==> config.mk <==
export PLATFORM = sky130hd
export DESIGN_NAME = button_gesture_detector_unit
export DESIGN_NICKNAME = d
export VERILOG_FILES = /design/src/design/bgd_pkg.sv /design/src/design/button_gesture_detector_unit.sv /design/src/design/bgd_ram.sv /design/src/design/bgd_eval.sv
export SDC_FILE = /design/constraint.sdc
export NUM_CORES = 1
export LEC_CHECK = 0
export ABC_AREA = 0
export BUFFER_PORTS_ARGS = -buffer_cell sky130_fd_sc_hd__buf_2
export CAP_MARGIN = 10
export CORE_MARGIN = 4
export CORE_UTILIZATION = 45
export CTS_CLUSTER_DIAMETER = 40
export DETAILED_ROUTE_END_ITERATION = 10
export SYNTH_ARGS = -nofsm -noshare
export SYNTH_HDL_FRONTEND = slang
export SYNTH_SLANG_ARGS = --single-unit
==> constraint.sdc <==
create_clock -name clk_i -period 28.1 [get_ports clk_i]
set_clock_uncertainty 0.1 [all_clocks]
set_input_delay 5.62 -clock clk_i [delete_from_list [all_inputs] [get_ports clk_i]]
set_output_delay 5.62 -clock clk_i [all_outputs]
set_load 0.03 [all_outputs]
==> src/design/bgd_pkg.sv <==
package bgd_pkg;

  // Defaults and fixed limits
  localparam int NUM_BTNS_DEF = 8;
  localparam int MAX_RESULTS  = 8;
  localparam int CNT_W        = $clog2(MAX_RESULTS + 1);

  localparam logic [15:0] LONG_TICKS_RST   = 16'd1000;
  localparam logic [15:0] DCLICK_TICKS_RST = 16'd300;

  // Register index (paddr word bit)
  localparam logic REG_LONG   = 1'b0;
  localparam logic REG_DCLICK = 1'b1;

  // Per-button gesture state codes
  typedef enum logic [2:0] {
    GST_IDLE       = 3'd0,
    GST_PRESSED    = 3'd1,
    GST_CLICK_WAIT = 3'd2,
    GST_PRESSED2   = 3'd3,
    GST_LONG       = 3'd4
  } gst_e;

  // Event codes on the output
  typedef enum logic [2:0] {
    EV_PRESSED  = 3'd0,
    EV_RELEASED = 3'd1,
    EV_SINGLE   = 3'd2,
    EV_DOUBLE   = 3'd3,
    EV_LONG     = 3'd4
  } ev_kind_e;

  // One button's entry in the state memory; all zero is the reset value
  typedef struct packed {
    logic [2:0]  gstate;
    logic        prev;
    logic [31:0] count;
    logic [31:0] ptime;
    logic [31:0] rtime;
  } entry_t;

  localparam int ENTRY_W = $bits(entry_t);

  // Outcome of evaluating one entry
  typedef struct packed {
    logic        fire;
    ev_kind_e    kind;
    logic        dbl;
    logic [31:0] dur;
  } eval_t;

endpackage

==> src/design/button_gesture_detector_unit.sv <==
// Level change: read the entry, evaluate it, push a double event if one fires, then flush the last event.
// Tick: the scan reads one button entry from the state RAM per cycle unless output back-pressure stalls it.
// One item in flight at a time; output back-pressure stalls both evaluation and flush.
// Reset clears time and per-entry valid bits and sets config to 1000 / 300 ticks; entries
// not yet written read as idle with zero counts and times.
module button_gesture_detector_unit #(
  parameter int NUM_BTNS = bgd_pkg::NUM_BTNS_DEF
) (
  input  logic        clk_i,
  input  logic        rst_ni,
  // request channel
  input  logic        in_valid_i,
  output logic        in_ready_o,
  input  logic        req_type_i,
  input  logic [2:0]  button_index_i,
  input  logic        pressed_level_i,
  // event channel
  output logic        out_valid_o,
  input  logic        out_ready_i,
  output logic [2:0]  event_kind_o,
  output logic [2:0]  button_id_o,
  output logic [31:0] duration_o,
  output logic [31:0] press_total_o,
  output logic [31:0] time_stamp_o,
  output logic        last_event_o,
  // configuration
  input  logic        psel,
  input  logic        penable,
  input  logic        pwrite,
  input  logic [2:0]  paddr,
  input  logic [31:0] pwdata,
  output logic [31:0] prdata,
  output logic        pready
);
  import bgd_pkg::*;

  localparam int AddrW = (NUM_BTNS > 1) ? $clog2(NUM_BTNS) : 1;

  typedef enum logic [2:0] {
    ST_IDLE,
    ST_LC_EVAL,
    ST_LC_DBL,
    ST_TK_EVAL,
    ST_FLUSH
  } state_e;

  typedef struct packed {
    ev_kind_e    kind;
    logic [2:0]  btn;
    logic [31:0] dur;
    logic [31:0] total;
    logic [31:0] stamp;
  } event_t;

  state_e            state_q;
  logic [15:0]       long_ticks_q;
  logic [15:0]       dclick_ticks_q;
  logic [31:0]       time_q;
  logic [AddrW-1:0]  idx_q;
  logic [CNT_W-1:0]  cnt_q;
  logic              lvl_q;
  logic [NUM_BTNS-1:0] vld_q;
  logic              rd_vld_q;
  event_t            stg_q;
  logic              stg_v_q;
  event_t            out_q;
  logic              out_valid_q;
  logic              out_last_q;

  logic              out_free;
  logic              can_push;
  logic              in_range;
  logic              in_xfer;
  logic              go;
  logic              scan_done;
  logic              push;
  logic              flush;
  event_t            push_ev;
  event_t            new_ev;
  event_t            dbl_ev;
  entry_t            ent;
  entry_t            nxt;
  eval_t             res;
  logic              ram_we;
  logic              ram_re;
  logic [AddrW-1:0]  ram_waddr;
  logic [AddrW-1:0]  ram_raddr;
  logic [ENTRY_W-1:0] ram_rdata;

  // Config port
  assign pready = 1'b1;
  always_comb begin
    if (paddr[2] == REG_DCLICK) begin
      prdata = {16'd0, dclick_ticks_q};
    end else begin
      prdata = {16'd0, long_ticks_q};
    end
  end

  // Handshake helpers
  assign in_ready_o = (state_q == ST_IDLE);
  assign in_xfer    = in_valid_i && in_ready_o;
  assign in_range   = (32'(button_index_i) < NUM_BTNS);
  assign out_free   = !out_valid_q || out_ready_i;
  assign can_push   = !stg_v_q || out_free;

  // Entry as read; unwritten entries look like reset
  assign ent = rd_vld_q ? entry_t'(ram_rdata) : '0;

  bgd_eval u_eval (
    .is_tick_i      (state_q == ST_TK_EVAL),
    .level_i        (lvl_q),
    .time_i         (time_q),
    .long_ticks_i   (long_ticks_q),
    .dclick_ticks_i (dclick_ticks_q),
    .cur_i          (ent),
    .nxt_o          (nxt),
    .res_o          (res)
  );

  // Event candidates
  always_comb begin
    new_ev.kind  = res.kind;
    new_ev.btn   = 3'(idx_q);
    new_ev.dur   = res.dur;
    new_ev.total = nxt.count;
    new_ev.stamp = time_q;
    dbl_ev       = stg_q;
    dbl_ev.kind  = EV_DOUBLE;
    push_ev      = (state_q == ST_LC_DBL) ? dbl_ev : new_ev;
  end

  // Memory access and sequencing control
  assign go        = !res.fire || can_push;
  assign scan_done = (idx_q == AddrW'(NUM_BTNS - 1)) ||
                     (res.fire && (cnt_q == CNT_W'(MAX_RESULTS - 1)));
  assign ram_we    = ((state_q == ST_LC_EVAL) && can_push) ||
                     ((state_q == ST_TK_EVAL) && res.fire && can_push);
  assign ram_waddr = idx_q;
  assign ram_re    = (in_xfer && (req_type_i || in_range)) ||
                     ((state_q == ST_TK_EVAL) && go && !scan_done);
  assign ram_raddr = (state_q == ST_IDLE) ? (req_type_i ? '0 : AddrW'(button_index_i))
                                          : idx_q + AddrW'(1);
  assign push      = (((state_q == ST_LC_EVAL) || (state_q == ST_TK_EVAL)) &&
                      res.fire && can_push) ||
                     ((state_q == ST_LC_DBL) && can_push);
  assign flush     = (state_q == ST_FLUSH) && stg_v_q && out_free;

  bgd_ram #(
    .WIDTH (ENTRY_W),
    .DEPTH (NUM_BTNS)
  ) u_ram (
    .clk_i   (clk_i),
    .we_i    (ram_we),
    .waddr_i (ram_waddr),
    .wdata_i (nxt),
    .re_i    (ram_re),
    .raddr_i (ram_raddr),
    .rdata_o (ram_rdata)
  );

  // State machine, staging and output registers
  always_ff @(posedge clk_i or negedge rst_ni) begin
    if (!rst_ni) begin
      state_q        <= ST_IDLE;
      long_ticks_q   <= LONG_TICKS_RST;
      dclick_ticks_q <= DCLICK_TICKS_RST;
      time_q         <= '0;
      idx_q          <= '0;
      cnt_q          <= '0;
      lvl_q          <= 1'b0;
      vld_q          <= '0;
      rd_vld_q       <= 1'b0;
      stg_v_q        <= 1'b0;
      out_valid_q    <= 1'b0;
      out_last_q     <= 1'b0;
    end else begin
      // register writes
      if (psel && penable && pwrite) begin
        if (paddr[2] == REG_DCLICK) begin
          dclick_ticks_q <= pwdata[15:0];
        end else begin
          long_ticks_q <= pwdata[15:0];
        end
      end

      // entry valid tracking
      if (ram_we) begin
        vld_q[idx_q] <= 1'b1;
      end
      if (ram_re) begin
        rd_vld_q <= vld_q[ram_raddr];
      end

      // output transfer
      if ((push && stg_v_q) || flush) begin
        out_valid_q <= 1'b1;
      end else if (out_ready_i) begin
        out_valid_q <= 1'b0;
      end
      if (push) begin
        if (stg_v_q) begin
          out_q      <= stg_q;
          out_last_q <= 1'b0;
        end
        stg_q   <= push_ev;
        stg_v_q <= 1'b1;
      end
      if (flush) begin
        out_q      <= stg_q;
        out_last_q <= 1'b1;
        stg_v_q    <= 1'b0;
      end

      case (state_q)
        ST_IDLE: begin
          if (in_valid_i) begin
            lvl_q <= pressed_level_i;
            if (req_type_i) begin
              time_q  <= time_q + 32'd1;
              idx_q   <= '0;
              cnt_q   <= '0;
              state_q <= ST_TK_EVAL;
            end else if (in_range) begin
              idx_q   <= AddrW'(button_index_i);
              state_q <= ST_LC_EVAL;
            end
          end
        end
        ST_LC_EVAL: begin
          if (can_push) begin
            state_q <= (res.fire && res.dbl) ? ST_LC_DBL : ST_FLUSH;
          end
        end
        ST_LC_DBL: begin
          if (can_push) begin
            state_q <= ST_FLUSH;
          end
        end
        ST_TK_EVAL: begin
          if (go) begin
            if (res.fire) begin
              cnt_q <= cnt_q + CNT_W'(1);
            end
            if (scan_done) begin
              state_q <= ST_FLUSH;
            end else begin
              idx_q <= idx_q + AddrW'(1);
            end
          end
        end
        ST_FLUSH: begin
          if (!stg_v_q || out_free) begin
            state_q <= ST_IDLE;
          end
        end
        default: state_q <= ST_IDLE;
      endcase
    end
  end

  // Output ports
  assign out_valid_o   = out_valid_q;
  assign event_kind_o  = out_q.kind;
  assign button_id_o   = out_q.btn;
  assign duration_o    = out_q.dur;
  assign press_total_o = out_q.total;
  assign time_stamp_o  = out_q.stamp;
  assign last_event_o  = out_last_q;

  // Checks
  a_tick_advances_time: assert property (@(posedge clk_i) disable iff (!rst_ni)
    (in_xfer && req_type_i) |=> (time_q == $past(time_q) + 32'd1))
    else $error("time counter did not advance on tick");

  a_idle_stage_empty: assert property (@(posedge clk_i) disable iff (!rst_ni)
    (state_q == ST_IDLE) |-> !stg_v_q)
    else $error("staged event left behind at end of item");

  a_event_count_bound: assert property (@(posedge clk_i) disable iff (!rst_ni)
    cnt_q <= CNT_W'(MAX_RESULTS))
    else $error("tick produced too many events");

  a_no_rw_same_entry: assert property (@(posedge clk_i) disable iff (!rst_ni)
    (ram_we && ram_re) |-> (ram_waddr != ram_raddr))
    else $error("read and write of the same entry in one cycle");

endmodule

==> src/design/bgd_ram.sv <==
module bgd_ram #(
  parameter int WIDTH = 8,
  parameter int DEPTH = 8,
  localparam int AW   = (DEPTH > 1) ? $clog2(DEPTH) : 1
) (
  input  logic             clk_i,
  input  logic             we_i,
  input  logic [AW-1:0]    waddr_i,
  input  logic [WIDTH-1:0] wdata_i,
  input  logic             re_i,
  input  logic [AW-1:0]    raddr_i,
  output logic [WIDTH-1:0] rdata_o
);

  logic [WIDTH-1:0] mem [DEPTH];

  // One write port, one registered read port
  always_ff @(posedge clk_i) begin
    if (we_i) begin
      mem[waddr_i] <= wdata_i;
    end
    if (re_i) begin
      rdata_o <= mem[raddr_i];
    end
  end

endmodule

==> src/design/bgd_eval.sv <==
module bgd_eval (
  input  logic           is_tick_i,
  input  logic           level_i,
  input  logic [31:0]    time_i,
  input  logic [15:0]    long_ticks_i,
  input  logic [15:0]    dclick_ticks_i,
  input  bgd_pkg::entry_t cur_i,
  output bgd_pkg::entry_t nxt_o,
  output bgd_pkg::eval_t  res_o
);
  import bgd_pkg::*;

  logic        rise;
  logic        fall;
  logic [31:0] press_dt;
  logic [31:0] rel_dt;

  assign rise     = level_i & ~cur_i.prev;
  assign fall     = ~level_i & cur_i.prev;
  assign press_dt = time_i - cur_i.ptime;
  assign rel_dt   = time_i - cur_i.rtime;

  // Next entry and event for a tick deadline check or a level change
  always_comb begin
    nxt_o = cur_i;
    res_o = '0;
    if (is_tick_i) begin
      case (cur_i.gstate)
        GST_PRESSED: begin
          if (press_dt >= {16'd0, long_ticks_i}) begin
            nxt_o.rtime  = time_i;
            nxt_o.gstate = GST_LONG;
            res_o.fire   = 1'b1;
            res_o.kind   = EV_LONG;
            res_o.dur    = {16'd0, long_ticks_i};
          end
        end
        GST_CLICK_WAIT: begin
          if (rel_dt >= {16'd0, dclick_ticks_i}) begin
            nxt_o.gstate = GST_IDLE;
            res_o.fire   = 1'b1;
            res_o.kind   = EV_SINGLE;
            res_o.dur    = cur_i.rtime - cur_i.ptime;
          end
        end
        default: ;
      endcase
    end else begin
      nxt_o.prev = level_i;
      case (cur_i.gstate)
        GST_PRESSED: begin
          if (fall) begin
            nxt_o.rtime  = time_i;
            nxt_o.gstate = GST_CLICK_WAIT;
            res_o.fire   = 1'b1;
            res_o.kind   = EV_RELEASED;
            res_o.dur    = press_dt;
          end
        end
        GST_CLICK_WAIT: begin
          if (rise) begin
            nxt_o.count  = cur_i.count + 32'd1;
            nxt_o.ptime  = time_i;
            nxt_o.gstate = GST_PRESSED2;
            res_o.fire   = 1'b1;
            res_o.kind   = EV_PRESSED;
          end
        end
        GST_PRESSED2: begin
          if (fall) begin
            nxt_o.gstate = GST_IDLE;
            res_o.fire   = 1'b1;
            res_o.kind   = EV_RELEASED;
            res_o.dbl    = 1'b1;
            res_o.dur    = press_dt;
          end
        end
        GST_LONG: begin
          if (fall) begin
            nxt_o.gstate = GST_IDLE;
            res_o.fire   = 1'b1;
            res_o.kind   = EV_RELEASED;
            res_o.dur    = press_dt;
          end
        end
        // idle and unused codes
        default: begin
          if (rise) begin
            nxt_o.count  = cur_i.count + 32'd1;
            nxt_o.ptime  = time_i;
            nxt_o.gstate = GST_PRESSED;
            res_o.fire   = 1'b1;
            res_o.kind   = EV_PRESSED;
          end
        end
      endcase
    end
  end

endmodule
# After elaboration in Yosys (flattened, before gate mapping)
# Memories as Yosys holds them, arrays and structs flattened. A register that Yosys moved wholly into a read port is not among the register bits.
# Index checks and enable logic that the tools add are counted.
# Widths: inputs -> output; s select.
[classes] addsub=7 n_eq_ne=19 order_cmp=5 bitwise=7 reduce_logical=49 muxes=71
[op_table] operator="$mux 102" n=3
[op_table] operator="$mux 32" n=8
[op_table] operator="$mux 64" n=2
[op_table] operator="$pmux 32 s2" n=2
[op_table] operator="$mux 100" n=1
[op_table] operator="$sub 32x32->32" n=3
[op_table] operator="$mux 65" n=1
[op_table] operator="$add 32x1->32 const B" n=2
[op_table] operator="$ge 32x16->1" n=2
[op_table] operator="$mux 3" n=19
[op_table] operator="$mux 37" n=1
[op_table] operator="$mux 4" n=9
[op_table] operator="$mux 16" n=2
[op_table] operator="$pmux 4 s2" n=3
[op_table] operator="$logic_and 1x1->1" n=17
[op_table] operator="$ne 2x2->1 const B" n=8
[op_table] operator="$pmux 3 s5" n=1
[op_table] operator="$mux 1" n=13
[op_table] operator="$eq 3x2->1 const B" n=4
[op_table] operator="$pmux 3 s2" n=2
[op_table] operator="$reduce_and 2->1" n=5
[op_table] operator="$eq 3x3->1 const B" n=3
[op_table] operator="$logic_or 1x1->1" n=9
[op_table] operator="$pmux 3 s3" n=1
[op_table] operator="22 further kinds" n=37
[totals] out_inout_bits=138 reg_bits=291 n_memories=1 input_bits=47 word_cells=181 ramBits=800
[memory_table] memory="u_ram.mem" words=8 width=100 rd=1 rd_clocked_by_memory_dff=1 wr=1 line="bgd_ram.sv:15" text="logic [WIDTH-1:0] mem [DEPTH];"

# Logic depth before layout (Yosys ltp)
# Gate-level depths: netlist of run 1.
[depth] ltp_word=12 depth_mapped=28 mapped_depth_nobuf=24

# Cells and area by module
# Synthesis of run 1 repeated with hierarchy kept, for this count alone.
[unflattened] cells_unflattened=3379 hier_area_um2=53744.0
[modules_own_cells] mod="bgd_ram" cells_each=1268 seq_area_each_um2=27025.9 instances=1 area_each_um2=33176.8
[modules_own_cells] mod="button_gesture_detector_unit" cells_each=699 seq_area_each_um2=8315.5 instances=1 area_each_um2=11240.8
[modules_own_cells] mod="bgd_eval" cells_each=1412 seq_area_each_um2=0.0 instances=1 area_each_um2=9326.4

# Least setup slack after synthesis of run 1
# Ideal clock, no wire load.
[synth_timing] kind="input to output" startpoint="input port paddr[2]" endpoint="output port prdata[15]" path_buffers=2 setup_slack_ns=15.748 t_required_ns=22.380 cell_stages=3 arrival_time_ns=6.632 cell_sequence="clkbuf_1 -> clkbuf_1 -> o21ai_0"
[synth_via] elab_chain_cells=1
[synth_lines] item="start: declaration" line="button_gesture_detector_unit.sv:30" text="input logic [2:0] paddr,"
[synth_lines] item="$mux 16" line="button_gesture_detector_unit.sv:93" text="if (paddr[2] == REG_DCLICK) begin"
[synth_lines] item="end: declaration" line="button_gesture_detector_unit.sv:32" text="output logic [31:0] prdata,"
# No other way between the ends.

# Final worst setup path of run 1
[layout_timing] startpoint="input port paddr[2]" endpoint="output port prdata[0]"
# The elaborated chain is that of the path after synthesis.

==> flow_summary_export.csv, run 1 <==
group,metric,value,unit
logic_synthesis,synth_area_leaders,"edfxtp_1 (63%), nand2_1 (8.5%), nand3_1 (5.2%), dfrtp_1 (3.6%), ha_1 (3.2%)",
cts,cts_buffer_depth,3,
global_route,antenna_found_initial,2,
sta,finalSetupViolCount,0,
sta,slew_headroom,0.214,
placed_design,port_buffers,149,
logic_synthesis,synth-seq-cells,1191,
critical_path,crit_path_end_kind,"primary output",
critical_path,path_buf_inv,2,
logic_synthesis,syn-mean-instance-area,11.7,um^2
layout,finalNetCount,4802,
power_and_ir_drop,power.leakage,22.7,nW
placed_design,dp_hpwl,76800,um
critical_path,worstPathRequired,22380,ps
critical_path,path_delay_family,"buffers and inverters",
logic_synthesis,ys_seq_area_frac,0.669,
logic_synthesis,synth_area,52900,um^2
critical_path,critPathMaxFanout,33,
route,dr.pass1.iters,6,
job,maxCapViolCount,0,
route,viasPerCell,5.56,
route,drc,0,
cts,cts_made_buffers,149,
sta,grt_setup_unrepaired,"no",
sta,max_clock_freq,81.4,MHz
cts,cts_hold_buf,0,
critical_path,worstReg2RegStart,"rd_vld_q",
floorplan,fp.dieW,351,um
global_route,overflow,0,
route,drt-total-wl,133000,um
critical_path,cpMostUsedCell,"buf_2",
sta,slew_viol_final,0,
floorplan,die_h,351,um
run_status,status,"finished, final reports clean",
global_route,track_usage,0.215,
logic_synthesis,yosysWarnings,0,
layout,drive_gt1_frac,0.113,
sta,max_slew.worst_pin.slew,1180,ps
layout,fillers,10000,
cts,clkSinkCount,1191,
logic_synthesis,synth_flop_cell,"edfxtp_1",
critical_path,cpPeakStageDelay,390,ps
placed_design,routabilityCongestion,0.905,
global_route,grt_util_met2,0.332,
logic_synthesis,syn_inst,4499,
logic_synthesis,ys_types,95,
cts,path_clk_slew,60,ps
route,avgRoutedWirePerCell,21.2,um
route,vias,34800,
sta,timing.hold.ws,312,ps
global_route,grt_use_met1,0.310,
sta,tns,0,ps
logic_synthesis,synth_top_area_cell,"edfxtp_1",
floorplan,die_area,123000,um^2
cts,clk_latency,770,ps
min_path,min_from,"dbl_ev[30]",
critical_path,worstSetupPathType,"input pin to primary output",
critical_path,cp-start-kind,"input pin",
floorplan,fp-row-count,125,
critical_path,critPathSlowestCell,"mux2_2",
sta,min_period_over_period,0.437,
min_path,hold_path_class,"register to register",
cts,cts-root-buf,"clkbuf_16",
cts,h-tree-depth,4,
cts,cts_setup_buffers,0,
floorplan,coreArea,116000,um^2
global_route,grt_first_pass_wirelength,202000,um
power_and_ir_drop,peakVddDrop,0.000140,V
critical_path,worstPathCellList,"buf_2, mux2_2, buf_2",
global_route,grt-busiest-layer,"met2",
route,ant_nets,0,
floorplan,pin_count,185,
global_route,grt_pass1_vias,33100,
sta,fin_crit,12290,ps
floorplan,initial_core_util,0.454,
sta,hold_violations,0,
global_route,grt_start_max_net_pins,203,
logic_synthesis,synthArstFlopShare,0.0730,
power_and_ir_drop,p_per_area,127,nW/um^2
logic_synthesis,yosysTopAreaCellShare,0.627,
cts,cts_resized,0,
layout,fin_util,0.517,
logic_synthesis,synth_edf_count,1104,
cts,cts_tree,"built",
route,drtIter0Drc,2883,
global_route,gr-usage-met3,0.0387,
critical_path,r2r_slack,18470,ps
critical_path,startpoint,"paddr[2]",
layout,area.growth.synth_to_final,13.8,%
critical_path,worstPathArrival,6570,ps
-- path summary, 6_finish.rpt --
kind                                     endpoint  cells past startpoint
worst max-delay path                    prdata[0]                      3
worst min-delay path             time_stamp_o[30]                      0
worst max register to register   u_ram.mem[3][16]                     23
worst min register to register   time_stamp_o[30]                      0
max in group asynchronous              time_q[23]                      2
min in group asynchronous       dclick_ticks_q[1]                      1
-- cells in the final DEF (no fill, tap or decap), types with 13 or more instances in the layout --
cell type / n
nand2_1: 1200
edfxtp_1: 1104
nand3_1: 554
o21ai_0: 261
clkbuf_16: 151
buf_2: 148
ha_1: 134
a21oi_1: 105
inv_1: 101
xnor2_1: 92
nor2_1: 80
dfrtp_1: 76
a21o_1: 44
buf_4: 42
xor2_1: 41
mux2_2: 41
and2_1: 31
nand2b_1: 29
and3_1: 27
nand4_1: 27
clkinv_1: 22
clkinv_2: 21
a31oi_1: 19
o211ai_1: 17
o21a_1: 17
nor3_1: 17
conb_1: 17
o21bai_1: 16
clkinvlp_4: 16
clkbuf_1: 16
nor2b_1: 14
o22ai_1: 14
a22oi_1: 13
-- power breakdown --
| group | switching [mW] | total (mW) | internal (mW) |
|---|---|---|---|
| registers | 0.129 | 2.62 | 2.49 |
| clock network | 0.779 | 1.90 | 1.12 |
| logic | 2.16 | 3.12 | 0.959 |
| total | 3.07 | 7.63 | 4.57 |
-- cells in the mapped netlist (29+ instances only) --
cell type / instances
a21o_1: 45
a21oi_1: 107
and2_1: 33
clkbuf_1: 208
dfrtp_1: 77
edfxtp_1: 1104
ha_1: 134
inv_1: 101
mux2_2: 41
nand2_1: 1200
nand2b_1: 29
nand3_1: 554
nor2_1: 81
o21ai_0: 261
xnor2_1: 92
xor2_1: 41
-- cell families after synthesis --
group	Yosys count	synth area share
AOI/OAI and AO/OA	598	0.0700
xor gates and xnor gates	133	0.0220
adders and majority gates	137	0.0329
buffers and inverters	343	0.0260
DFF	1191	0.669
muxes	48	0.0101
other	2	0.000142
and+or+nand+nor	2047	0.170
-- worst reg2reg max path, stage by stage, from the launching register on --
cell	delay (ps)
dfrtp_4	770
buf_4	560
nand2_1	310
ha_1	440
a2111o_1	480
o21ai_0	300
nand2_1	160
a31oi_1	290
o21bai_1	90
a21oi_1	180
xnor2_1	90
ha_1	290
and4_1	250
o2111ai_1	160
a31oi_1	410
nor4_1	160
nand4b_1	140
nor4_1	100
nand4_1	320
and2_1	970
nor2_4	100
a2111oi_4	640
nor2b_4	1030
buf_4	810
-- cell type report --
type	instances	area (um^2)	area share
clock inverter	108	1170	0.0195
tap	1524	1910	0.0317
clock buffer	169	3870	0.0643
inverter	102	383	0.00637
timing repair buffer	194	1140	0.0189
multi-input combinational	2980	16300	0.271
sequential	1191	35300	0.588
antenna	1	2.50	0.0000416
-- through the flow --
stage	power, mW	setup slack (ps)	area (um^2)	cells
6_report	7.63	15810	60100	6269
5_1_grt	8.14	15740	60100	6268
4_1_cts	7.68	15800	60100	6268
3_5_place_dp	5.76	15800	55100	5991
3_3_place_gp	5.72	15820	55100	5991
2_1_floorplan	4.84	15750	52900	4514
-- flip-flops by register name (all words and copies together) (netlist names), 4 cells and up --
register,cells
cnt_q,4
dbl_ev,99
dclick_ticks_q,16
duration_o,32
long_ticks_q,16
press_total_o,32
time_q,32
time_stamp_o,32
u_ram.mem,800
u_ram.rdata_o,100
vld_q,8
-- layer usage --
| layer | wire length [um] | vias up | part of all wire |
|---|---|---|---|
| met5 | 12 | - | 0.000090 |
| met4 | 3580 | 2 | 0.027 |
| met3 | 9030 | 197 | 0.068 |
| met2 | 59700 | 1113 | 0.45 |
| li1 | - | 16400 | - |
| met1 | 60800 | 17100 | 0.46 |
Power figures use the tool's default switching activity.
==> run 2: changes to the inputs <==
Clock period 28.1 ns to 11.49 ns, I/O delays scaled along.
==> run 2 against run 1 <==
Clock-buffer cell count increased by 14. Sequential share of layout area decreased by 0.59 points. Flip-flop and latch count unchanged. Largest cell class unchanged.
==> flow_summary_export.csv, run 2 (synthesis results as in run 1) <==
group,metric,value,unit
sta,hold_violations,0,
route,drt-total-wl,133000,um
run_status,status,"finished, final reports clean",
layout,multi_input_area,16300,um^2
floorplan,die_area,123000,um^2
cts,cts_resized,0,
route,ant_nets,0,
layout,top_register,"u_ram.mem",
route,drtIter0Drc,3297,
floorplan,fp.dieW,351,um
global_route,grt_pass1_vias,32900,
route,drc,0,
sta,tns,0,ps
layout,ff_latch_area,35300,um^2
cts,clk_latency,760,ps
route,viasPerCell,5.55,
global_route,grt_util_met2,0.335,
route,avgRoutedWirePerCell,21.2,um
cts,h-tree-depth,4,
critical_path,worstPathArrival,9030,ps
min_path,hold_path_class,"register to register",
cts,cts_buffer_depth,3,
layout,finalNetCount,4806,
sta,grt_setup_unrepaired,"no",
global_route,overflow,0,
global_route,gr-usage-met3,0.0338,
floorplan,fp-row-count,125,
layout,largest_register_ffs,800,
power_and_ir_drop,power.leakage,23.0,nW
route,vias,34800,
critical_path,critPathSlowestCell,"and2_1",
power_and_ir_drop,peakVddDrop,0.000459,V
global_route,grt_start_max_net_pins,200,
power_and_ir_drop,power,19.2,mW
cts,cts_hold_buf,0,
critical_path,worstSetupPathType,"register to register",
layout,n_antenna_cell,0,
layout,final_area,60700,um^2
layout,fin_util,0.522,
cts,cts_setup_buffers,0,
layout,area.growth.synth_to_final,14.9,%
placed_design,pre_cts_slack,2830,ps
layout,final_cell_mix,"nand2_1 (1200), edfxtp_1 (1104), nand3_1 (554)",
sta,fin_crit,8750,ps
cts,clkSinkCount,1191,
floorplan,coreArea,116000,um^2
sta,slew_viol_final,0,
global_route,antenna_found_initial,1,
layout,final_cells,6279,
global_route,track_usage,0.215,
power_and_ir_drop,p_per_area,316,nW/um^2
global_route,grt_first_pass_wirelength,202000,um
cts,cts-root-buf,"clkbuf_16",
placed_design,routabilityCongestion,0.893,
floorplan,die_h,351,um
critical_path,cp-start-kind,"register",
cts,cts_made_buffers,157,
cts,cts_tree,"built",
sta,finalSetupViolCount,0,
floorplan,initial_core_util,0.454,
floorplan,pin_count,185,
sta,max_slew.worst_pin.slew,1180,ps
sta,min_period_over_period,0.761,
sta,timing.hold.ws,311,ps
critical_path,worstPathCellList,"buf_4, nand2_1, ha_1, a2111o_1, o21ai_0, nand2_1, a31oi_1, o21bai_1, a21oi_1, xnor2_1, ha_1, and4_1, o2111ai_1, a31oi_1, nor4_1, nand4b_1, nor4_1, nand4_1, and2_1, nor2_4, a2111oi_4, and2_4, buf_12",
layout,layout_commonest_cell,"nand2_1",
critical_path,worstPathRequired,11770,ps
critical_path,crit_path_end_kind,"register",
placed_design,port_buffers,149,
global_route,grt_use_met1,0.317,
placed_design,dp_hpwl,75400,um
sta,fin_ws,2740,ps
cts,path_clk_slew,60,ps
job,maxCapViolCount,0,
route,dr.pass1.iters,5,
placed_design,dpl_cell_area,55100,um^2
global_route,grt-busiest-layer,"met2",
sta,max_clock_freq,114,MHz
placed_design,dp.cells,5987,
critical_path,critPathMaxFanout,62,
layout,fillers,9920,
critical_path,cpPeakStageDelay,900,ps
sta,slew_headroom,0.203,
layout,drive_gt1_frac,0.115,
## run 2: cell count changes in the layout (fill, tap and decap cells not counted), moves of 4 or more
cell | before | now
bufinv_16 | 11 | 27
inv_6 | 10 | 17
clkinv_8 | 6 | 2
clkinv_1 | 22 | 14
clkinv_2 | 21 | 14
clkbuf_1 | 16 | 21
buf_4 | 42 | 32
buf_12 | 4 | 10
clkbuf_16 | 151 | 160
## run 2: worst max-delay path, delay by kind of cell, from the launching register on
kind | cells | cell delay [ps]
fa+ha+maj | 2 | 730
flops | 1 | 770
compound gates | 8 | 2470
simple gates | 10 | 3110
xor+xnor | 1 | 90
buf+inv | 2 | 990
## run 2: final timing paths
check	startpoint	endpoint	slack, ps	cells after the start
worst max-delay path	rd_vld_q	u_ram.mem[1][53]	2740	23
worst min-delay path	dbl_ev[30]	time_stamp_o[30]	310	0
worst max register to register	rd_vld_q	u_ram.mem[1][53]	2740	23
worst min register to register	dbl_ev[30]	time_stamp_o[30]	310	0
max in group asynchronous	rst_ni	time_q[28]	8700	2
min in group asynchronous	rst_ni	dclick_ticks_q[1]	1440	1
## run 2: layer usage
| layer | vias to the layer above | routed length (um) |
|---|---|---|
| li1 | 16400 | - |
| met1 | 17100 | 61500 |
| met2 | 1079 | 61000 |
| met3 | 179 | 8350 |
| met4 | 0 | 2510 |
| met5 | - | 0 |
## run 2: power breakdown
part           internal, mW  switching, mW  leakage (nW)
clock network          3.22           1.92          2.69
registers              6.09          0.322          11.2
logic                  2.36           5.30          9.07
total                  11.7           7.54          23.0
## run 2: layout make-up
class                           count  share of cell area
Sequential cell                  1191               0.582
Multi-Input combinational cell   2980               0.269
Clock buffer                      183              0.0677
Tap cell                         1524              0.0314
Clock inverter                    109              0.0246
Timing Repair Buffer              190              0.0194
Inverter                          102             0.00630
